File: config.mk
export PLATFORM = sky130hd
export DESIGN_NAME = nearest_point_within_radius_flat
export DESIGN_NICKNAME = d
export VERILOG_FILES = /design/src/npwr_pkg.sv /design/src/npwr_if.sv /design/src/npwr_dist.sv /design/src/nearest_point_within_radius.sv /design/src/flat_wrapper.sv
export SDC_FILE = /design/constraint.sdc
export NUM_CORES = 2
export LEC_CHECK = 0
export CORE_MARGIN = 8
export CORE_UTILIZATION = 45
export DETAILED_ROUTE_END_ITERATION = 8
export DONT_BUFFER_PORTS = 1
export MAX_ROUTING_LAYER = met4
export PLACE_DENSITY = 0.71
export SKIP_CTS_REPAIR_TIMING = 1
export SLEW_MARGIN = 20
export SYNTH_ARGS = -nofsm -noshare
export SYNTH_HDL_FRONTEND = slang
export SYNTH_SLANG_ARGS = --single-unit
File: constraint.sdc
create_clock -name i_clk -period 6.8 [get_ports i_clk]
set_clock_uncertainty 0.1 [all_clocks]
set_input_delay 1.02 -clock i_clk [delete_from_list [all_inputs] [get_ports i_clk]]
set_output_delay 1.02 -clock i_clk [all_outputs]
set_load 0.02 [all_outputs]
File: src/npwr_pkg.sv
// Package: shared constants, types and opcodes for the nearest point search block.
package npwr_pkg;

    localparam int TABLE_SLOTS = 64;
    localparam int SLOT_BITS   = $clog2(TABLE_SLOTS);
    localparam int COORD_BITS  = 16;

    localparam int OPC_W    = 2;
    localparam int SLOT_W   = 6;
    localparam int RADIUS_W = 16;
    localparam int R2_W     = 2 * RADIUS_W;

    localparam int DX_W     = COORD_BITS + 1;
    localparam int DIST_W   = 2 * DX_W + 1;

    localparam int PIPE_DEPTH = 3;
    localparam int SCAN_END   = TABLE_SLOTS + PIPE_DEPTH;
    localparam int CNT_W      = $clog2(SCAN_END + 1);

    typedef enum logic [OPC_W-1:0] {
        OP_STORE  = 2'd0,
        OP_REMOVE = 2'd1,
        OP_QUERY  = 2'd2,
        OP_NONE   = 2'd3
    } t_opcode;

    typedef enum logic [1:0] {
        ST_IDLE,
        ST_SCAN,
        ST_DONE
    } t_state;

    typedef struct packed {
        logic                         live;
        logic [SLOT_BITS-1:0]         slot;
        logic signed [COORD_BITS-1:0] px;
        logic signed [COORD_BITS-1:0] py;
    } t_pipe;

endpackage

File: src/npwr_if.sv
// Interfaces: request and result channels with valid/ready handshake.
interface npwr_req_if;
    logic                                   valid;
    logic                                   ready;
    logic [npwr_pkg::OPC_W-1:0]             opcode;
    logic [npwr_pkg::SLOT_W-1:0]            slot;
    logic signed [npwr_pkg::COORD_BITS-1:0] pos_x;
    logic signed [npwr_pkg::COORD_BITS-1:0] pos_y;
    logic [npwr_pkg::RADIUS_W-1:0]          max_distance;

    modport source (output valid, opcode, slot, pos_x, pos_y, max_distance, input ready);
    modport sink   (input valid, opcode, slot, pos_x, pos_y, max_distance, output ready);
endinterface

interface npwr_res_if;
    logic                                   valid;
    logic                                   ready;
    logic                                   found;
    logic [npwr_pkg::SLOT_W-1:0]            nearest_slot;
    logic signed [npwr_pkg::COORD_BITS-1:0] nearest_x;
    logic signed [npwr_pkg::COORD_BITS-1:0] nearest_y;

    modport source (output valid, found, nearest_slot, nearest_x, nearest_y, input ready);
    modport sink   (input valid, found, nearest_slot, nearest_x, nearest_y, output ready);
endinterface

File: src/npwr_dist.sv
// Distance unit: pipelined squared distance of one stored point to the query per cycle.
module npwr_dist (
    input  logic                                   i_clk,
    input  logic                                   i_rst_n,
    input  npwr_pkg::t_pipe                        i_pipe,
    input  logic signed [npwr_pkg::COORD_BITS-1:0] i_qx,
    input  logic signed [npwr_pkg::COORD_BITS-1:0] i_qy,
    output npwr_pkg::t_pipe                        o_pipe,
    output logic [npwr_pkg::DIST_W-1:0]            o_dist
);

    npwr_pkg::t_pipe                   r_s1;
    npwr_pkg::t_pipe                   r_s2;
    logic [npwr_pkg::DX_W-1:0]         r_dx;
    logic [npwr_pkg::DX_W-1:0]         r_dy;
    logic [2*npwr_pkg::DX_W-1:0]       r_sqx;
    logic [2*npwr_pkg::DX_W-1:0]       r_sqy;
    logic signed [npwr_pkg::DX_W:0]    diff_x;
    logic signed [npwr_pkg::DX_W:0]    diff_y;
    logic [npwr_pkg::DX_W:0]           abs_x;
    logic [npwr_pkg::DX_W:0]           abs_y;

    always_comb begin
        diff_x = (npwr_pkg::DX_W+1)'(i_pipe.px) - (npwr_pkg::DX_W+1)'(i_qx);
        diff_y = (npwr_pkg::DX_W+1)'(i_pipe.py) - (npwr_pkg::DX_W+1)'(i_qy);
        abs_x  = diff_x[npwr_pkg::DX_W] ? -diff_x : diff_x;
        abs_y  = diff_y[npwr_pkg::DX_W] ? -diff_y : diff_y;
    end

    always_ff @(posedge i_clk) begin
        if (!i_rst_n) begin
            r_s1.live <= 1'b0;
            r_s2.live <= 1'b0;
        end else begin
            r_s1.live <= i_pipe.live;
            r_s2.live <= r_s1.live;
        end
        r_s1.slot <= i_pipe.slot;
        r_s1.px   <= i_pipe.px;
        r_s1.py   <= i_pipe.py;
        r_dx      <= abs_x[npwr_pkg::DX_W-1:0];
        r_dy      <= abs_y[npwr_pkg::DX_W-1:0];
        r_s2.slot <= r_s1.slot;
        r_s2.px   <= r_s1.px;
        r_s2.py   <= r_s1.py;
        r_sqx     <= r_dx * r_dx;
        r_sqy     <= r_dy * r_dy;
    end

    assign o_pipe = r_s2;
    assign o_dist = npwr_pkg::DIST_W'(r_sqx) + npwr_pkg::DIST_W'(r_sqy);

endmodule

File: src/nearest_point_within_radius.sv
// Top level: point table, slot scan sequencer and best-candidate tracking.
//
//  channel | dir | handshake     | payload
//  i_req   | in  | valid/ready   | opcode, slot, pos_x, pos_y, max_distance
//  o_res   | out | valid/ready   | found, nearest_slot, nearest_x, nearest_y
//
// Store, remove and unused opcodes do not scan; a result beat follows.
// A query scans all TABLE_SLOTS slots, one per cycle, through the distance unit;
// the result is loaded in ST_DONE once the scan counter reaches SCAN_END.
// Synchronous reset clears the valid marks; the coordinate memory is not cleared.
// A stalled result holds o_res and blocks the next request until taken.
module nearest_point_within_radius (
    input  logic       i_clk,
    input  logic       i_rst_n,
    npwr_req_if.sink   i_req,
    npwr_res_if.source o_res
);

    npwr_pkg::t_state                     r_state;
    npwr_pkg::t_state                     n_state;
    logic [npwr_pkg::CNT_W-1:0]           r_cnt;
    logic [npwr_pkg::TABLE_SLOTS-1:0]     r_valid;
    logic [2*npwr_pkg::COORD_BITS-1:0]    r_mem [npwr_pkg::TABLE_SLOTS];
    npwr_pkg::t_pipe                      r_rd;
    logic signed [npwr_pkg::COORD_BITS-1:0] r_qx;
    logic signed [npwr_pkg::COORD_BITS-1:0] r_qy;
    logic [npwr_pkg::R2_W-1:0]            r_r2;
    logic                                 r_found;
    logic [npwr_pkg::DIST_W-1:0]          r_best_d;
    logic [npwr_pkg::SLOT_BITS-1:0]       r_best_slot;
    logic signed [npwr_pkg::COORD_BITS-1:0] r_best_x;
    logic signed [npwr_pkg::COORD_BITS-1:0] r_best_y;
    logic                                 r_out_valid;
    logic                                 r_out_found;
    logic [npwr_pkg::SLOT_W-1:0]          r_out_slot;
    logic signed [npwr_pkg::COORD_BITS-1:0] r_out_x;
    logic signed [npwr_pkg::COORD_BITS-1:0] r_out_y;

    logic                                 req_ready;
    logic                                 req_beat;
    logic                                 res_beat;
    logic                                 slot_ok;
    logic [npwr_pkg::SLOT_BITS-1:0]       wr_slot;
    logic                                 is_store;
    logic                                 is_remove;
    logic                                 is_query;
    logic                                 scan_issue;
    logic                                 scan_last;
    logic                                 load_out;
    logic [npwr_pkg::SLOT_BITS-1:0]       rd_addr;
    npwr_pkg::t_pipe                      dist_pipe;
    logic [npwr_pkg::DIST_W-1:0]          sq_dist;
    logic                                 take;

    assign req_beat  = i_req.valid && i_req.ready;
    assign res_beat  = o_res.valid && o_res.ready;
    assign slot_ok   = 32'(i_req.slot) < npwr_pkg::TABLE_SLOTS;
    assign wr_slot   = npwr_pkg::SLOT_BITS'(i_req.slot);
    assign is_store  = npwr_pkg::t_opcode'(i_req.opcode) == npwr_pkg::OP_STORE;
    assign is_remove = npwr_pkg::t_opcode'(i_req.opcode) == npwr_pkg::OP_REMOVE;
    assign is_query  = npwr_pkg::t_opcode'(i_req.opcode) == npwr_pkg::OP_QUERY;
    assign rd_addr   = r_cnt[npwr_pkg::SLOT_BITS-1:0];
    assign scan_last = r_cnt == npwr_pkg::CNT_W'(npwr_pkg::SCAN_END);

    always_comb begin
        n_state = r_state;
        case (r_state)
            npwr_pkg::ST_IDLE: begin
                if (req_beat && is_query) begin
                    n_state = npwr_pkg::ST_SCAN;
                end
            end
            npwr_pkg::ST_SCAN: begin
                if (scan_last) begin
                    n_state = npwr_pkg::ST_DONE;
                end
            end
            npwr_pkg::ST_DONE: n_state = npwr_pkg::ST_IDLE;
            default:           n_state = npwr_pkg::ST_IDLE;
        endcase
    end

    always_comb begin
        req_ready  = 1'b0;
        scan_issue = 1'b0;
        load_out   = 1'b0;
        case (r_state)
            npwr_pkg::ST_IDLE: req_ready  = !r_out_valid || o_res.ready;
            npwr_pkg::ST_SCAN: scan_issue = 32'(r_cnt) < npwr_pkg::TABLE_SLOTS;
            npwr_pkg::ST_DONE: load_out   = 1'b1;
            default: begin
                req_ready = 1'b0;
            end
        endcase
    end

    assign i_req.ready = req_ready;

    always_ff @(posedge i_clk) begin
        if (req_beat && is_store && slot_ok) begin
            r_mem[wr_slot] <= {i_req.pos_y, i_req.pos_x};
        end
        r_rd.px <= r_mem[rd_addr][npwr_pkg::COORD_BITS-1:0];
        r_rd.py <= r_mem[rd_addr][2*npwr_pkg::COORD_BITS-1:npwr_pkg::COORD_BITS];
        r_rd.slot <= rd_addr;
        if (!i_rst_n) begin
            r_rd.live <= 1'b0;
        end else begin
            r_rd.live <= scan_issue && r_valid[rd_addr];
        end
    end

    npwr_dist u_dist (
        .i_clk   (i_clk),
        .i_rst_n (i_rst_n),
        .i_pipe  (r_rd),
        .i_qx    (r_qx),
        .i_qy    (r_qy),
        .o_pipe  (dist_pipe),
        .o_dist  (sq_dist)
    );

    assign take = dist_pipe.live && (r_state == npwr_pkg::ST_SCAN)
               && (sq_dist <= npwr_pkg::DIST_W'(r_r2)) && (sq_dist <= r_best_d);

    always_ff @(posedge i_clk) begin
        if (!i_rst_n) begin
            r_state     <= npwr_pkg::ST_IDLE;
            r_cnt       <= '0;
            r_valid     <= '0;
            r_found     <= 1'b0;
            r_out_valid <= 1'b0;
        end else begin
            r_state   <= n_state;
            if (req_beat) begin
                r_cnt   <= '0;
                r_found <= 1'b0;
                if (is_store && slot_ok) begin
                    r_valid[wr_slot] <= 1'b1;
                end else if (is_remove && slot_ok) begin
                    r_valid[wr_slot] <= 1'b0;
                end
            end else if (r_state == npwr_pkg::ST_SCAN) begin
                r_cnt <= r_cnt + 1'b1;
            end
            if (take) begin
                r_found <= 1'b1;
            end
            if ((req_beat && !is_query) || load_out) begin
                r_out_valid <= 1'b1;
            end else if (res_beat) begin
                r_out_valid <= 1'b0;
            end
        end
    end

    always_ff @(posedge i_clk) begin
        if (req_beat) begin
            r_qx     <= i_req.pos_x;
            r_qy     <= i_req.pos_y;
            r_r2     <= i_req.max_distance * i_req.max_distance;
            r_best_d <= '1;
        end else if (take) begin
            r_best_d    <= sq_dist;
            r_best_slot <= dist_pipe.slot;
            r_best_x    <= dist_pipe.px;
            r_best_y    <= dist_pipe.py;
        end
        if (req_beat && !is_query) begin
            r_out_found <= 1'b0;
            r_out_slot  <= '0;
            r_out_x     <= '0;
            r_out_y     <= '0;
        end else if (load_out) begin
            r_out_found <= r_found;
            r_out_slot  <= r_found ? npwr_pkg::SLOT_W'(r_best_slot) : '0;
            r_out_x     <= r_found ? r_best_x : '0;
            r_out_y     <= r_found ? r_best_y : '0;
        end
    end

    assign o_res.valid        = r_out_valid;
    assign o_res.found        = r_out_found;
    assign o_res.nearest_slot = r_out_slot;
    assign o_res.nearest_x    = r_out_x;
    assign o_res.nearest_y    = r_out_y;

    a_no_result_during_scan: assert property (@(posedge i_clk) disable iff (!i_rst_n)
        (r_state == npwr_pkg::ST_SCAN) |-> !r_out_valid)
        else $error("result beat pending while scanning");

    a_found_slot_valid: assert property (@(posedge i_clk) disable iff (!i_rst_n)
        (r_out_valid && r_out_found) |-> r_valid[npwr_pkg::SLOT_BITS'(r_out_slot)])
        else $error("reported slot is not valid");

    a_scan_bound: assert property (@(posedge i_clk) disable iff (!i_rst_n)
        (r_state == npwr_pkg::ST_SCAN) |-> (32'(r_cnt) <= npwr_pkg::SCAN_END))
        else $error("scan counter overran");

    a_done_after_scan: assert property (@(posedge i_clk) disable iff (!i_rst_n)
        (r_state == npwr_pkg::ST_DONE) |=> r_out_valid)
        else $error("query finished without result beat");

endmodule
File: src/flat_wrapper.sv
// flat-port wrapper written by rule: the top's interface ports become plain ports
module nearest_point_within_radius_flat 
  (i_clk, i_rst_n, i_req_valid, i_req_opcode, i_req_slot, i_req_pos_x, i_req_pos_y, i_req_max_distance, i_req_ready, o_res_valid, o_res_found, o_res_nearest_slot, o_res_nearest_x, o_res_nearest_y, o_res_ready);
  npwr_req_if i_req_i ();
  npwr_res_if o_res_i ();
  input  logic i_clk;
  input  logic i_rst_n;
  input wire logic [$bits(i_req_i.valid)-1:0] i_req_valid;
  input wire logic [$bits(i_req_i.opcode)-1:0] i_req_opcode;
  input wire logic [$bits(i_req_i.slot)-1:0] i_req_slot;
  input wire logic [$bits(i_req_i.pos_x)-1:0] i_req_pos_x;
  input wire logic [$bits(i_req_i.pos_y)-1:0] i_req_pos_y;
  input wire logic [$bits(i_req_i.max_distance)-1:0] i_req_max_distance;
  output wire logic [$bits(i_req_i.ready)-1:0] i_req_ready;
  output wire logic [$bits(o_res_i.valid)-1:0] o_res_valid;
  output wire logic [$bits(o_res_i.found)-1:0] o_res_found;
  output wire logic [$bits(o_res_i.nearest_slot)-1:0] o_res_nearest_slot;
  output wire logic [$bits(o_res_i.nearest_x)-1:0] o_res_nearest_x;
  output wire logic [$bits(o_res_i.nearest_y)-1:0] o_res_nearest_y;
  input wire logic [$bits(o_res_i.ready)-1:0] o_res_ready;
  assign i_req_i.valid = i_req_valid;
  assign i_req_i.opcode = i_req_opcode;
  assign i_req_i.slot = i_req_slot;
  assign i_req_i.pos_x = i_req_pos_x;
  assign i_req_i.pos_y = i_req_pos_y;
  assign i_req_i.max_distance = i_req_max_distance;
  assign i_req_ready = i_req_i.ready;
  assign o_res_valid = o_res_i.valid;
  assign o_res_found = o_res_i.found;
  assign o_res_nearest_slot = o_res_i.nearest_slot;
  assign o_res_nearest_x = o_res_i.nearest_x;
  assign o_res_nearest_y = o_res_i.nearest_y;
  assign o_res_i.ready = o_res_ready;
  nearest_point_within_radius u_core (.i_clk(i_clk), .i_rst_n(i_rst_n), .i_req(i_req_i), .o_res(o_res_i));
endmodule
Yosys cells after proc, flatten, opt, wreduce, memory -nomap -nowiden --
Memory sizes are Yosys's and may differ from the RTL's. A register that Yosys moved wholly into a read port is not among the register bits. Cells that the tools add are included.
Storage, ports and cells: register bits after elaboration 438, latch bits 0, memory bits (writable) 2048, ROM bits 0, bits of input ports 60, output and inout bits 41, word-level logic and storage cells 104, memories kept 1
Memory list:
- u_core.r_mem | depth 64, bits a word 32, read ports 1, clocked after Yosys merged registers in 1, wr ports 1, line nearest_point_within_radius.sv:23 | logic [2*npwr_pkg::COORD_BITS-1:0] r_mem [npwr_pkg::TABLE_SLOTS];
Operators by class: add/sub/neg operators 6, multiply operators 3, div/mod/pow operators 0, magnitude comparators 6, eq/ne operators 7, shift operators 0, mux-type cells 23, bitwise operators 5, reduce and logical (&&, ||, !) cells 23
Operators by type and width (count):
- 64-bit two-way mux | 2
- 17-bit by 17-bit multiplier with 34-bit output | 2
- 64-bit bitwise AND | 1
- 64-bit NOT | 1
- 64-bit OR | 1
- 34-bit by 34-bit adder with 35-bit output | 1
- 35-bit by 32-bit less-or-equal comparator with 1-bit output | 1
- 35-bit less-or-equal comparator | 1
- 17-bit two-way mux | 2
- 17-bit negator | 2
- 16-bit by 16-bit subtractor with 17-bit output | 2
- 16-bit by 16-bit multiplier with 32-bit output | 1
- 16-bit two-way mux | 2
- 6-bit by 7-bit less-than comparator with 1-bit output (second input constant) | 2
- 1-bit two-way mux | 11
- 1-bit logical AND | 10
- 7-bit by 1-bit adder with 7-bit output (second input constant) | 1
- 7-bit equality test (second input constant) | 1
- 7-bit less-than comparator (second input constant) | 1
- 1-bit binary-select mux with 6-bit select | 1
- 1-bit demux with 6-bit select | 1
- 6-bit by 1-bit greater-or-equal comparator with 1-bit output (second input constant) | 1
- 6-bit two-way mux | 1
- 2-bit AND reduction | 3
- 11 further kinds | 21

Logic depth before layout (Yosys ltp) --
depth in word-level cells 8, depth in mapped cells 25, gate-level depth less buffers 24

Modules after synthesis --
A second synthesis with hierarchy kept.
Second synthesis, totals: cell total of the unflattened synthesis 7497, area total of the unflattened synthesis 120281.6 um^2
Modules (own cells, without submodules):
- nearest_point_within_radius | instances 1, cells an instance 4981, area each 96948.0 um^2, sequential area each 68295.5 um^2
- npwr_dist | instances 1, cells an instance 2516, area each 23333.6 um^2, sequential area each 3563.4 um^2

Worst setup path before layout --
OpenSTA, ideal clock, no wires.
path type in2reg, start point input port i_req_max_distance[1], end point register u_core.r_r2[31] (netlist name) (data pin), library setup time 260 ps, arrival time 6431 ps, data required time 6440 ps, slack 9 ps, stages 22, buffers on the path 2, cell sequence clkbuf_1 -> clkbuf_1 -> nand2_1 -> fa_1 -> fa_1 -> inv_1 -> fa_1 -> fa_1 -> inv_1 -> fa_1 -> fa_1 -> inv_1 -> ha_1 -> a21o_1 -> a21o_1 -> a21oi_1 -> a21boi_0 -> a31oi_1 -> a211o_1 -> a31o_2 -> a21oi_1 -> xnor2_1
On the way: longest elaborated chain between the ends 1
Ends and longest elaborated chain:
- start: declaration | line flat_wrapper.sv:13 | input wire logic [$bits(i_req_i.max_distance)-1:0] i_req_max_distance;
- 16-bit by 16-bit multiplier with 32-bit output | line nearest_point_within_radius.sv:161 | r_r2 <= i_req.max_distance * i_req.max_distance;
- end signal: assignment | line nearest_point_within_radius.sv:161
- end: declaration | line nearest_point_within_radius.sv:27 | logic [npwr_pkg::R2_W-1:0] r_r2;
Every way passes these cells. A chain may end at the register's enable or synchronous reset.

Final worst setup path --
start point register u_core.u_dist.r_dx[6] (netlist name), end point register u_core.u_dist.r_sqx[29] (netlist name)
On the way: longest elaborated chain between the ends 1
Ends and longest elaborated chain:
- start: declaration | line npwr_dist.sv:14 | logic [npwr_pkg::DX_W-1:0] r_dx;
- start signal: assignment | line npwr_dist.sv:41 | r_dx <= abs_x[npwr_pkg::DX_W-1:0];
- 17-bit by 17-bit multiplier with 34-bit output | line npwr_dist.sv:46 | r_sqx <= r_dx * r_dx;
- end signal: assignment | line npwr_dist.sv:46
- end: declaration | line npwr_dist.sv:16 | logic [2*npwr_pkg::DX_W-1:0] r_sqx;
Every way passes these cells.

==> results.json <==
{
  "area_delta_synth_final_pct": 11.2,
  "routedWlPerCell_um": 24.8,
  "antenna_left": 0,
  "row_count": 190,
  "fillers": 21400,
  "ys_types": 87,
  "final_cell_mix": "edfxtp_1 (2,149), inv_1 (898), mux4_2 (649)",
  "setup_violations": 0,
  "syn_inst": 7431,
  "overflow": 0,
  "async_flop_share_pct": 0,
  "grt_pass1_vias": 66700,
  "gr-usage-all-layers_pct": 19.9,
  "core-area_mm2": 0.267,
  "drv_slew": 0,
  "drive_gt1_share_pct": 17.5,
  "grt_max_degree": 97,
  "max-cap-violations": 0,
  "endpoint_kind": "flop",
  "vias": 64100,
  "cpPeakStageDelay_ps": 550,
  "slowest_stage": "fa_1",
  "nNetsFinal": 8616,
  "firstDrtPassIters": 6,
  "worst_path_most_repeated_cell": "fa_1",
  "crit_type": "reg -> reg",
  "clkTransAtPathRegs_ps": 70,
  "max_freq_mhz": 154,
  "critPathArrivalTime_ps": 7070,
  "worst_pin_slew_ps": 1130,
  "synth_nets": 8485,
  "min_period_over_period_pct": 95.7,
  "clock_path_buffers": 4,
  "status": "finished, final reports clean",
  "synth_ff_type": "edfxtp_1",
  "antenna_found_initial": 25,
  "period_needed_ps": 6510,
  "yosysSeqAreaShare_pct": 59.7,
  "cp_max_fo": 9,
  "drc": 0,
  "cts.sinks": 2515,
  "cts_buffers": 267,
  "cts_max_level": 5,
  "worst_setup_path_start_kind": "flop",
  "start_util_pct": 45.1,
  "cts_tree": "done",
  "routed_wl_um": 280000,
  "synth_area_per_cell_um2": 16.2,
  "cts_root_buf": "clkbuf_16",
  "drt_iter0_drc": 5864,
  "dp_hpwl_um": 182000,
  "ys_ff_latch": 2515,
  "synth_edf_count": 2149,
  "numPortBuffers": 0,
  "die_y_um": 533,
  "cp_cell_sequence": "buf_4 -> and2_1 -> fa_1 -> fa_1 -> inv_1 -> fa_1 -> inv_1 -> fa_1 -> fa_1 -> inv_1 -> fa_1 -> inv_1 -> ha_1 -> a21o_1 -> a21oi_1 -> nor2b_1 -> o41ai_2 -> o21ai_1 -> o41ai_4 -> buf_4 -> o21ai_0 -> a211oi_1 -> nor2_1",
  "clk_latency_ps": 860,
  "finalHoldViolCount": 0,
  "synth_area_mm2": 0.120,
  "grt_pass1_wl_um": 417000,
  "required_ps": 7360,
  "dieArea_mm2": 0.284,
  "gp_congestion": 0.866,
  "num_io_pins": 101,
  "synth_warnings": 0,
  "die_x_um": 533,
  "viasPerCell": 5.66,
  "holdWs_ps": 155,
  "slew_headroom_pct": 24.4,
  "hold_class": "in -> reg",
  "final_common_cell": "edfxtp_1"
}
-- per-stage QoR --
step                setup TNS (ps)  setup slack (ps)  std cells  cell area [µm²]  utilization, %
floorplan                        0              8.79       7431           120000               -
global placement                 0               119      10800           125000            47.0
detailed placement               0              85.3      10800           125000            47.0
CTS                              0              11.4      11300           134000            50.1
global route                 -16.1             -14.9      11300           134000            50.1
finish                           0               290      11300           134000            50.1
-- cells in the mapped netlist, drive strengths merged, types with 53 or more instances --
cell	n	area [µm²]
o21ai	132	661
mux4	649	14600
and2	167	1040
inv	901	3380
nand2	389	1460
fa	546	10900
mux2i	53	531
xnor2	131	1150
buf	101	497
clkbuf	201	754
nand3	64	320
nor2	221	830
a21oi	193	966
dfxtp	366	7330
a21o	87	654
edfxtp	2149	64500
ha	448	5610
-- critical path: cells and delay by family, from the launching register on --
family                   cells  cell delay, ps
buffers and inverters        6             610
flip-flops                   1             410
AND/OR/NAND/NOR              3             330
adder cells (fa/ha/maj)      7            3260
AO/OA/AOI/OAI                7            1600
-- layout make-up --
cell class	instances	area, µm²	share of cell area [%]
tap	3552	4440	3.32
sequential	2515	71900	53.7
antenna	13	32.5	0.0243
clock buffer	344	7250	5.42
inverter	902	3390	2.53
clock inverter	116	1010	0.758
multi-input combinational	3712	44300	33.1
timing repair buffer	164	1420	1.06
-- sequential cells by signal (all words and copies together), names as in the netlist, 7 cells and up --
register,count
u_core.o_res.nearest_x,16
u_core.u_dist.r_s1,39
u_core.u_dist.o_pipe,39
u_core.r_cnt,7
u_core.r_best_d,35
u_core.r_best_y,16
u_core.r_rd,39
u_core.o_res.nearest_y,16
u_core.r_mem,2048
u_core.r_best_x,16
u_core.r_qy,16
u_core.u_dist.r_dx,17
u_core.r_r2,31
u_core.r_qx,16
u_core.u_dist.r_dy,17
u_core.u_dist.r_sqy,33
u_core.u_dist.r_sqx,33
u_core.r_valid,64
-- kinds of logic after synthesis --
kind of cell	after synthesis	synth area share (%)
adders and majority gates	994	13.7
xor gates and xnor gates	177	1.30
muxes	736	13.0
and+or+nand+nor	1101	4.43
DFF	2515	59.7
buffers and inverters	1204	3.86
AOI/OAI and AO/OA	704	3.94
-- final timing paths --
kind / slack (ps) / cells past startpoint / to / from
max: 290 / 23 / u_core.u_dist.r_sqx[29] / u_core.u_dist.r_dx[6]
min: 160 / 0 / u_core.r_mem[50][30] / i_req_pos_y[14]
max reg2reg: 290 / 23 / u_core.u_dist.r_sqx[29] / u_core.u_dist.r_dx[6]
min reg2reg: 210 / 0 / u_core.u_dist.o_pipe[5] / u_core.u_dist.r_s1[5]
-- routing by layer --
layer  vias up  global-route usage, %  share of wire (%)
met5         -                      -                  0
met4         0                   6.89                3.7
met3       540                   3.62                7.0
met2      2436                   33.8                 51
met1     33500                   24.1                 39
li1      27600                      -                  -
Power is not shown: default switching activity piles up to over one toggle a cycle in this logic, so the estimate is an artifact.
